`src/rtl/assert_macros.svh`:
```
// assertion macros used by sorted_set_table
// depends on nothing; concurrent checks compile away when SYNTHESIS is set
`ifndef ASSERT_MACROS_SVH
`define ASSERT_MACROS_SVH
`ifndef SYNTHESIS
// property checked on a named clock with an active-low reset
`define ASSERT_CLKRST(lbl, clk, rstn, prop, msg) \
  lbl: assert property (@(posedge clk) disable iff (!rstn) (prop)) else $error(msg);
// property checked on the block's own clock and reset
`define ASSERT_IMPL(lbl, prop, msg) `ASSERT_CLKRST(lbl, clk_i, rst_ni, prop, msg)
`else
`define ASSERT_CLKRST(lbl, clk, rstn, prop, msg)
`define ASSERT_IMPL(lbl, prop, msg)
`endif
`endif

```
`src/rtl/sst_pkg.sv`:
```
// sorted set table package: sizes, operation and status codes, microcode rom
// used by sorted_set_table; depends on nothing
`timescale 1ns / 1ps
`default_nettype none

package sst_pkg;

  // store size and derived widths
  localparam int CAPACITY = 16;
  localparam int IDX_W    = (CAPACITY > 1) ? $clog2(CAPACITY) : 1;
  localparam int CNT_W    = $clog2(CAPACITY + 1);
  localparam int VALUE_W  = 32;
  localparam int KIND_W   = 2;
  localparam int COUNT_W  = 5;
  localparam int STATUS_W = 2;
  localparam int OUT_W    = 8;

  // operation codes carried in tuser
  localparam logic [KIND_W-1:0] K_ADD   = 2'd0;
  localparam logic [KIND_W-1:0] K_DEL   = 2'd1;
  localparam logic [KIND_W-1:0] K_CHECK = 2'd2;

  // result status codes
  localparam logic [STATUS_W-1:0] ST_DONE  = 2'd0;
  localparam logic [STATUS_W-1:0] ST_NOCHG = 2'd1;
  localparam logic [STATUS_W-1:0] ST_FULL  = 2'd2;

  // microprogram addresses
  typedef enum logic [3:0] {
    UA_IDLE   = 4'd0,
    UA_SRCH   = 4'd1,
    UA_DISP_A = 4'd2,
    UA_DISP_D = 4'd3,
    UA_RES    = 4'd4,
    UA_UP0    = 4'd5,
    UA_UP1    = 4'd6,
    UA_INS    = 4'd7,
    UA_DN0    = 4'd8,
    UA_DN1    = 4'd9,
    UA_DNE    = 4'd10
  } uc_addr_e;

  // branch conditions
  typedef enum logic [2:0] {
    C_ALWAYS,
    C_NO_ACCEPT,
    C_LT,
    C_ADD_INS,
    C_DEL_HIT,
    C_AT_POS,
    C_NXT_LAST,
    C_OUT_BUSY
  } cond_e;

  // pointer update
  typedef enum logic [2:0] {
    PTR_HOLD,
    PTR_ZERO,
    PTR_INC_LT,
    PTR_INC,
    PTR_DEC,
    PTR_CNT
  } ptr_op_e;

  // memory read address relative to the next pointer
  typedef enum logic [1:0] {
    RA_PTR,
    RA_PTR_M1,
    RA_PTR_P1
  } ra_sel_e;

  // memory write source
  typedef enum logic [1:0] {
    WR_NONE,
    WR_SHIFT,
    WR_VALUE
  } wr_op_e;

  // element count update
  typedef enum logic [1:0] {
    CNT_HOLD,
    CNT_INC,
    CNT_DEC
  } cnt_op_e;

  // one control word
  typedef struct packed {
    uc_addr_e tgt_t;
    uc_addr_e tgt_f;
    cond_e    cond;
    ptr_op_e  ptr_op;
    ra_sel_e  ra_sel;
    wr_op_e   wr_op;
    cnt_op_e  cnt_op;
    logic     in_ready;
    logic     ld_item;
    logic     cap_present;
    logic     cap_status;
    logic     out_load;
  } uc_word_t;

  // microprogram rom
  function automatic uc_word_t uc_rom(input uc_addr_e a);
    uc_word_t w;
    w = '0;
    w.tgt_t = UA_IDLE;
    w.tgt_f = UA_IDLE;
    case (a)
      UA_IDLE: begin
        // wait for an item, then start the search at entry zero
        w.in_ready = 1'b1;
        w.ld_item  = 1'b1;
        w.ptr_op   = PTR_ZERO;
        w.ra_sel   = RA_PTR;
        w.cond     = C_NO_ACCEPT;
        w.tgt_t    = UA_IDLE;
        w.tgt_f    = UA_SRCH;
      end
      UA_SRCH: begin
        // one entry per cycle until the first entry not below the value, or the end of the set
        w.ptr_op      = PTR_INC_LT;
        w.ra_sel      = RA_PTR;
        w.cap_present = 1'b1;
        w.cond        = C_LT;
        w.tgt_t       = UA_SRCH;
        w.tgt_f       = UA_DISP_A;
      end
      UA_DISP_A: begin
        w.cap_status = 1'b1;
        w.cond       = C_ADD_INS;
        w.tgt_t      = UA_UP0;
        w.tgt_f      = UA_DISP_D;
      end
      UA_DISP_D: begin
        w.ra_sel = RA_PTR_P1;
        w.cond   = C_DEL_HIT;
        w.tgt_t  = UA_DN0;
        w.tgt_f  = UA_RES;
      end
      UA_RES: begin
        w.out_load = 1'b1;
        w.cond     = C_OUT_BUSY;
        w.tgt_t    = UA_RES;
        w.tgt_f    = UA_IDLE;
      end
      UA_UP0: begin
        // start the upward shift at the top of the set
        w.ptr_op = PTR_CNT;
        w.ra_sel = RA_PTR_M1;
        w.cond   = C_AT_POS;
        w.tgt_t  = UA_INS;
        w.tgt_f  = UA_UP1;
      end
      UA_UP1: begin
        w.wr_op  = WR_SHIFT;
        w.ptr_op = PTR_DEC;
        w.ra_sel = RA_PTR_M1;
        w.cond   = C_AT_POS;
        w.tgt_t  = UA_INS;
        w.tgt_f  = UA_UP1;
      end
      UA_INS: begin
        w.wr_op  = WR_VALUE;
        w.cnt_op = CNT_INC;
        w.cond   = C_ALWAYS;
        w.tgt_t  = UA_RES;
      end
      UA_DN0: begin
        // entry above the hit is being read; skip the shift for the top entry
        w.ra_sel = RA_PTR_P1;
        w.cond   = C_NXT_LAST;
        w.tgt_t  = UA_DNE;
        w.tgt_f  = UA_DN1;
      end
      UA_DN1: begin
        w.wr_op  = WR_SHIFT;
        w.ptr_op = PTR_INC;
        w.ra_sel = RA_PTR_P1;
        w.cond   = C_NXT_LAST;
        w.tgt_t  = UA_DNE;
        w.tgt_f  = UA_DN1;
      end
      UA_DNE: begin
        w.cnt_op = CNT_DEC;
        w.cond   = C_ALWAYS;
        w.tgt_t  = UA_RES;
      end
      default: begin
        w.cond  = C_ALWAYS;
        w.tgt_t = UA_IDLE;
      end
    endcase
    return w;
  endfunction

endpackage

`default_nettype wire

```
`src/rtl/sorted_set_table.sv`:
```
// Sorted set table: holds up to CAPACITY distinct signed 32-bit values in
// ascending order in a single-port-read element memory and serves one add,
// delete or membership check per input item, returning one result item with
// the prior membership, the new count and a status code. A short microcode
// program steps the search and the shift one entry per cycle; the one read
// port of the element memory sets this pace. A finished result waits in an
// output register while the next item is taken. Memory contents are
// undefined after reset and need no clearing; entries at or above the count
// may be read, but their data is never used.
// depends on sst_pkg and assert_macros.svh
`timescale 1ns / 1ps
`default_nettype none
`include "assert_macros.svh"

module sorted_set_table
  import sst_pkg::*;
(
  input  wire logic                clk_i,
  input  wire logic                rst_ni,
  // input items
  input  wire logic                s_axis_tvalid_i,
  output logic                     s_axis_tready_o,
  input  wire logic [VALUE_W-1:0]  s_axis_tdata_i,   // [31:0] value
  input  wire logic [KIND_W-1:0]   s_axis_tuser_i,   // [1:0] kind
  // result items
  output logic                     m_axis_tvalid_o,
  input  wire logic                m_axis_tready_i,
  output logic [OUT_W-1:0]         m_axis_tdata_o    // [0] was_present, [5:1] count,
                                                     // [7:6] status
);

  localparam logic [CNT_W-1:0] CNT_ONE = CNT_W'(1);
  localparam logic [CNT_W-1:0] CNT_CAP = CNT_W'(CAPACITY);

  // sequencer and datapath registers
  uc_addr_e              upc_q, upc_d;
  logic [CNT_W-1:0]      ptr_q, ptr_d;
  logic [CNT_W-1:0]      pos_q;
  logic [CNT_W-1:0]      cnt_q, cnt_d;
  logic [KIND_W-1:0]     kind_q;
  logic [VALUE_W-1:0]    value_q;
  logic                  present_q;
  logic [STATUS_W-1:0]   status_q, status_d;
  logic                  out_valid_q;
  logic [OUT_W-1:0]      out_data_q;

  // element memory
  logic [VALUE_W-1:0]    mem [CAPACITY];
  logic [VALUE_W-1:0]    rdata_q;
  logic [CNT_W-1:0]      ra_full;
  logic [CNT_W-1:0]      wa_full;
  logic [IDX_W-1:0]      ra;
  logic [IDX_W-1:0]      wa;
  logic [VALUE_W-1:0]    wd;
  logic                  wr_en;

  uc_word_t              uw;
  logic                  in_fire;
  logic                  lt;
  logic                  hit;
  logic                  out_busy;
  logic                  cond_true;

  // current control word
  assign uw       = uc_rom(upc_q);
  assign in_fire  = s_axis_tvalid_i && uw.in_ready;
  assign out_busy = out_valid_q && !m_axis_tready_i;

  // search compare on the entry read last cycle
  assign lt  = (ptr_q < cnt_q) && ($signed(rdata_q) < $signed(value_q));
  assign hit = (ptr_q < cnt_q) && (rdata_q == value_q);

  // pointer update
  always_comb begin
    case (uw.ptr_op)
      PTR_HOLD:   ptr_d = ptr_q;
      PTR_ZERO:   ptr_d = '0;
      PTR_INC_LT: ptr_d = lt ? ptr_q + CNT_ONE : ptr_q;
      PTR_INC:    ptr_d = ptr_q + CNT_ONE;
      PTR_DEC:    ptr_d = ptr_q - CNT_ONE;
      PTR_CNT:    ptr_d = cnt_q;
      default:    ptr_d = ptr_q;
    endcase
  end

  // branch condition and next step
  always_comb begin
    case (uw.cond)
      C_ALWAYS:    cond_true = 1'b1;
      C_NO_ACCEPT: cond_true = !in_fire;
      C_LT:        cond_true = lt;
      C_ADD_INS:   cond_true = (kind_q == K_ADD) && !present_q && (cnt_q < CNT_CAP);
      C_DEL_HIT:   cond_true = (kind_q == K_DEL) && present_q;
      C_AT_POS:    cond_true = (ptr_d == pos_q);
      C_NXT_LAST:  cond_true = ((ptr_d + CNT_ONE) == cnt_q);
      C_OUT_BUSY:  cond_true = out_busy;
      default:     cond_true = 1'b1;
    endcase
    upc_d = cond_true ? uw.tgt_t : uw.tgt_f;
  end

  // count update
  always_comb begin
    case (uw.cnt_op)
      CNT_HOLD: cnt_d = cnt_q;
      CNT_INC:  cnt_d = cnt_q + CNT_ONE;
      CNT_DEC:  cnt_d = cnt_q - CNT_ONE;
      default:  cnt_d = cnt_q;
    endcase
  end

  // status from the operation, prior membership and fill level
  always_comb begin
    if (kind_q == K_ADD) begin
      if (present_q) begin
        status_d = ST_NOCHG;
      end else if (cnt_q >= CNT_CAP) begin
        status_d = ST_FULL;
      end else begin
        status_d = ST_DONE;
      end
    end else if (kind_q == K_DEL) begin
      status_d = present_q ? ST_DONE : ST_NOCHG;
    end else begin
      status_d = ST_DONE;
    end
  end

  // memory addresses and write data
  always_comb begin
    case (uw.ra_sel)
      RA_PTR:    ra_full = ptr_d;
      RA_PTR_M1: ra_full = ptr_d - CNT_ONE;
      RA_PTR_P1: ra_full = ptr_d + CNT_ONE;
      default:   ra_full = ptr_d;
    endcase
    wr_en   = (uw.wr_op != WR_NONE);
    wa_full = (uw.wr_op == WR_VALUE) ? pos_q : ptr_q;
    wd      = (uw.wr_op == WR_VALUE) ? value_q : rdata_q;
  end

  assign ra = ra_full[IDX_W-1:0];
  assign wa = wa_full[IDX_W-1:0];

  // element memory, one write and one registered read per cycle
  always_ff @(posedge clk_i) begin
    if (wr_en) begin
      mem[wa] <= wd;
    end
    rdata_q <= mem[ra];
  end

  // sequencer state, datapath and output register
  always_ff @(posedge clk_i or negedge rst_ni) begin
    if (!rst_ni) begin
      upc_q       <= UA_IDLE;
      ptr_q       <= '0;
      pos_q       <= '0;
      cnt_q       <= '0;
      kind_q      <= K_CHECK;
      value_q     <= '0;
      present_q   <= 1'b0;
      status_q    <= ST_DONE;
      out_valid_q <= 1'b0;
      out_data_q  <= '0;
    end else begin
      upc_q <= upc_d;
      ptr_q <= ptr_d;
      cnt_q <= cnt_d;
      if (uw.ld_item && in_fire) begin
        kind_q  <= s_axis_tuser_i;
        value_q <= s_axis_tdata_i;
      end
      if (uw.cap_present) begin
        present_q <= hit;
        pos_q     <= ptr_q;
      end
      if (uw.cap_status) begin
        status_q <= status_d;
      end
      if (uw.out_load && !out_busy) begin
        out_valid_q <= 1'b1;
        out_data_q  <= {status_q, COUNT_W'(cnt_q), present_q};
      end else if (m_axis_tready_i) begin
        out_valid_q <= 1'b0;
      end
    end
  end

  assign s_axis_tready_o = uw.in_ready;
  assign m_axis_tvalid_o = out_valid_q;
  assign m_axis_tdata_o  = out_data_q;

  // checks on the sequencer and datapath
  `ASSERT_IMPL(a_accept_starts_search, in_fire |=> (upc_q == UA_SRCH), "item not searched")
  `ASSERT_IMPL(a_count_bounded, cnt_q <= CNT_CAP, "count above capacity")
  `ASSERT_IMPL(a_count_steps, cnt_q != $past(cnt_q) |-> $past(uw.cnt_op != CNT_HOLD), "stray count")
  `ASSERT_IMPL(a_write_in_range, wr_en |-> (wa_full < CNT_CAP), "write beyond store")
  `ASSERT_IMPL(a_result_held, out_busy |=> (out_valid_q && $stable(out_data_q)), "result not held")

endmodule

`default_nettype wire
```
`config.mk`:
```
export PLATFORM = sky130hd
export DESIGN_NAME = sorted_set_table
export DESIGN_NICKNAME = d
export VERILOG_FILES = /design/src/rtl/sst_pkg.sv /design/src/rtl/sorted_set_table.sv
export VERILOG_INCLUDE_DIRS = /design/src /design/src/rtl
export SDC_FILE = /design/constraint.sdc
export NUM_CORES = 1
export LEC_CHECK = 0
export BUFFER_PORTS_ARGS = -buffer_cell sky130_fd_sc_hd__clkbuf_2
export CORE_MARGIN = 2
export CORE_UTILIZATION = 53
export DETAILED_ROUTE_END_ITERATION = 6
export GPL_ROUTABILITY_DRIVEN = 0
export GPL_TIMING_DRIVEN = 0
export PLACE_DENSITY = 0.69
export SYNTH_ARGS = -nofsm -noshare
export SYNTH_HDL_FRONTEND = slang
export SYNTH_SLANG_ARGS = --single-unit
```
`constraint.sdc`:
```
create_clock -name clk_i -period 5.45 [get_ports clk_i]
set_clock_uncertainty 0.15 [all_clocks]
set_input_delay 0.545 -clock clk_i [delete_from_list [all_inputs] [get_ports clk_i]]
set_output_delay 0.545 -clock clk_i [all_outputs]
set_load 0.01 [all_outputs]
```
==> qor.csv <==
stage,metric,value,unit
clock_tree,cts_tree,built,
global_route,grt-ovfl-total,0,
power,p_int,12900,uW
job,maxCapViolations,0,
routing,routed_wl,56400,um
setup_path,cp_slowest_cell,nor3_4,
setup_path,cp-start-kind,flip-flop,
layout,areaGrowthSynthToFinish,15.6,%
timing,rsz0062_at_grt,false,
place,hpwlAfterDp,35700,um
routing,first_iter_violations,1398,
setup_path,ff2ff_setup_slack,0.27,ns
status,status,"finished, final reports clean",
timing,worstMarginPinSlew,1.14,ns
timing,post-route-period-util,95.0,%
setup_path,reg2reg_depth,19,
min_path,min_to,value_q[1],
timing,max_freq,193,MHz
global_route,grt_start_max_net_pins,34,
power,clkPwrFrac,21.2,%
power,peakVddDrop,369,uV
floorplan,start_util,53.9,%
setup_path,critPathCaptureType,flip-flop,
setup_path,crit_path_start,value_q[15],
min_path,hp-start,s_axis_tdata_i[1],
place,io_buffers,47,
timing,tns,0,ns
synth,synth_area_leader_cell,edfxtp_1,
power,sw_frac_of_total,35.5,%
layout,diodes,0,
routing,dr.pass1.iters,5,
setup_path,timing.rr.end,rdata_q[27],
min_path,hp-class,input port to flip-flop,
global_route,antenna_found_initial,0,
global_route,grt.total_usage,23.4,%
setup_path,critical_path_class,flip-flop to flip-flop,
global_route,grt_pass1_vias,13600,
floorplan,rows,79,
synth,ys.flop_type,edfxtp_1,
min_path,min_path_cells,2,
power,seqPwrFrac,32.9,%
timing,min_period,5.18,ns
global_route,grt_pass1_wl,85000,um
timing,setup_violations,0,
synth,synth_seq_cells,609,
timing,max_slew_margin,23.8,%
routing,route.detailed.drc,0,
floorplan,io_pins,48,
layout,utilization,62.3,%
setup_path,cp.arrival,5.53,ns
power,finalPower,20000,uW
setup_path,cp_cell_sequence,inv_1 > ha_1 > nand4_1 > nor3_4 > o21ai_0 > a31o_2 > a21oi_4 > mux2_4 > nor2_4 > inv_2 > ha_1 > nand2_1 > o21ai_0 > a21oi_1 > clkbuf_4 > buf_2 > mux4_2 > mux2i_1 > mux2i_1,
setup_path,crit_family,compound AO/OA/AOI/OAI gates,
clock_tree,clk_path_buf_depth,3,
synth,ys_types,69,
timing,hold_viol_final,0,
clock_tree,clkSinkCount,609,
power,power.leakage,0.0108,uW
setup_path,crit_required,5.80,ns
power,p_comb_share,45.9,%
routing,avgViaCountPerCell,6.03,
floorplan,die_area,49300,um^2
power,switching_power,7110,uW
routing,postRouteAntennaNets,0,
floorplan,die_w,222,um
layout,n_fill_cell,3315,
setup_path,cp_max_fo,10,
synth,syn_inst,1403,
floorplan,coreArea,46800,um^2
synth,synth-edff-count,512,
timing,slew_viol_final,0,
synth,synth_area_leaders,"edfxtp_1 (61%), mux4_2 (11%), dfrtp_1 (6.4%), mux2i_1 (4.0%), dfxtp_1 (2.5%)",
clock_tree,cts_made_buffers,60,
synth,async_reset_ff_share,10.7,%
floorplan,die_h,222,um
clock_tree,clock_latency,0.63,ns
clock_tree,cts.reportedPaths.clkPinSlew,0.06,ns
synth,yosysSeqAreaShare,70.0,%
setup_path,max_stage_delay,0.38,ns
clock_tree,cts_root_buf,clkbuf_16,
clock_tree,h-tree-depth,2,
setup_path,regToRegStartpoint,value_q[15],
power,power.density,687,nW/um^2
setup_path,cp_num_buf_inv,4,
routing,vias,13400,
synth,synth_warnings,0,
synth,syn_avg_cell_area,18.0,um^2
layout,finalNetCount,1648,
layout,layout-drive-gt1-share,25.3,%
synth,yosys.area.top_type_share,61.0,%
synth,synth_area,25200,um^2
routing,wl_per_cell,25.4,um
synth,synth_fp_nets,1488,
cell usage after synthesis, drive strengths merged (3+ instances only):
master and instances:
mux2i 100, a211oi 4, nor4 4, nand2b 10
o211ai 3, nor3b 3, nor2 49, dfrtp 64
o211a 3, xnor2 13, mux2 43, dfxtp 32
a2111oi 3, nor3 9, a21o 6, o21ai 63
ha 46, xor2 4, a31oi 10, nand2 87
nand3 10, mux4 128, buf 42, inv 55
nand4 9, a21oi 32, o32ai 3, or2 3
edfxtp 512, clkbuf 18
placed cells by master, fill, tap and decap left out, types with 33 or more instances in the layout:
cell type	instances
mux2_2	40
inv_1	51
o21ai_1	33
nand2_1	87
ha_1	46
mux4_2	128
clkbuf_16	60
clkbuf_1	34
edfxtp_1	512
clkbuf_2	46
dfrtp_1	64
mux2i_1	100
per-layer routing:
layer  up-vias  track usage [%]  wire, um
li1       5881                -         -
met4         0             6.10      1120
met3        77             3.17      3730
met5         -                0         0
met2       513             37.9     27500
met1      6919             33.9     24100
logic make-up (layout without fill, tap and decap cells):
family | after synthesis | after routing | synth area share (%)
xor+xnor | 17 | 17 | 0.591
simple gates | 192 | 192 | 3.49
fa+ha+maj | 48 | 48 | 2.40
compound gates | 151 | 151 | 3.78
mux | 271 | 271 | 17.4
buf+inv | 115 | 326 | 2.35
flops | 609 | 609 | 70.0
layout make-up:
cell class,instances,area [um^2],share of cell area [%]
flip-flops and latches,609,17600,60.6
repair buffers,98,958,3.29
multi-input cells,679,7110,24.4
clock inverters,28,353,1.21
plain buffers,60,400,1.38
inverters,55,206,0.709
clock buffers,85,1690,5.79
well taps,607,759,2.61
what timing repair did:
item,in CTS,in global routing
gates resized for setup,4,7
setup endpoints to repair,32,32
hold buffers,32,0
hold endpoints to repair,63,0
setup buffers,0,0
pin swaps,0,1
sequential cells by signal, indices dropped and copies added, names as in the netlist, 2 cells and up:
name and flops:
cnt_q 5, kind_q 2, m_axis_tdata_o 8, mem 512, pos_q 5, ptr_q 5, rdata_q 32, status_q 2
upc_q 4, value_q 32
per-stage QoR:
step,worst slack [ns],hold WS [ns],area [um^2],instances
floorplan,1.56,0.0994,25200,1403
global placement,-0.645,0.314,26200,2057
detailed placement,-0.0970,0.326,26700,2075
CTS,0.0300,0.00500,29100,2220
global route,0.0451,0.0238,29100,2221
finish,0.271,0.0361,29100,2221
power groups by stage:
stage                     Clock, uW  Sequential (uW)  Combinational, uW
after CTS                      4310             6610               9240
after floorplan                   0             6590               6780
final                          4230             6590               9190
after global placement            0             6690               8850
after global routing           4490             6640               9930
after detailed placement          0             6700               9130
worst max-delay path by stage:
stage | to | slack, ns | cells past startpoint
after CTS | rdata_q[31] | 0.03 | 19
after global placement | mem[11][17] | -0.64 | 7
after detailed placement | rdata_q[31] | -0.1 | 19
after global routing | rdata_q[31] | 0.05 | 19
after floorplan | rdata_q[10] | 1.56 | 19
final | rdata_q[27] | 0.27 | 19
Note: power is estimated with default switching activity, not from simulation.
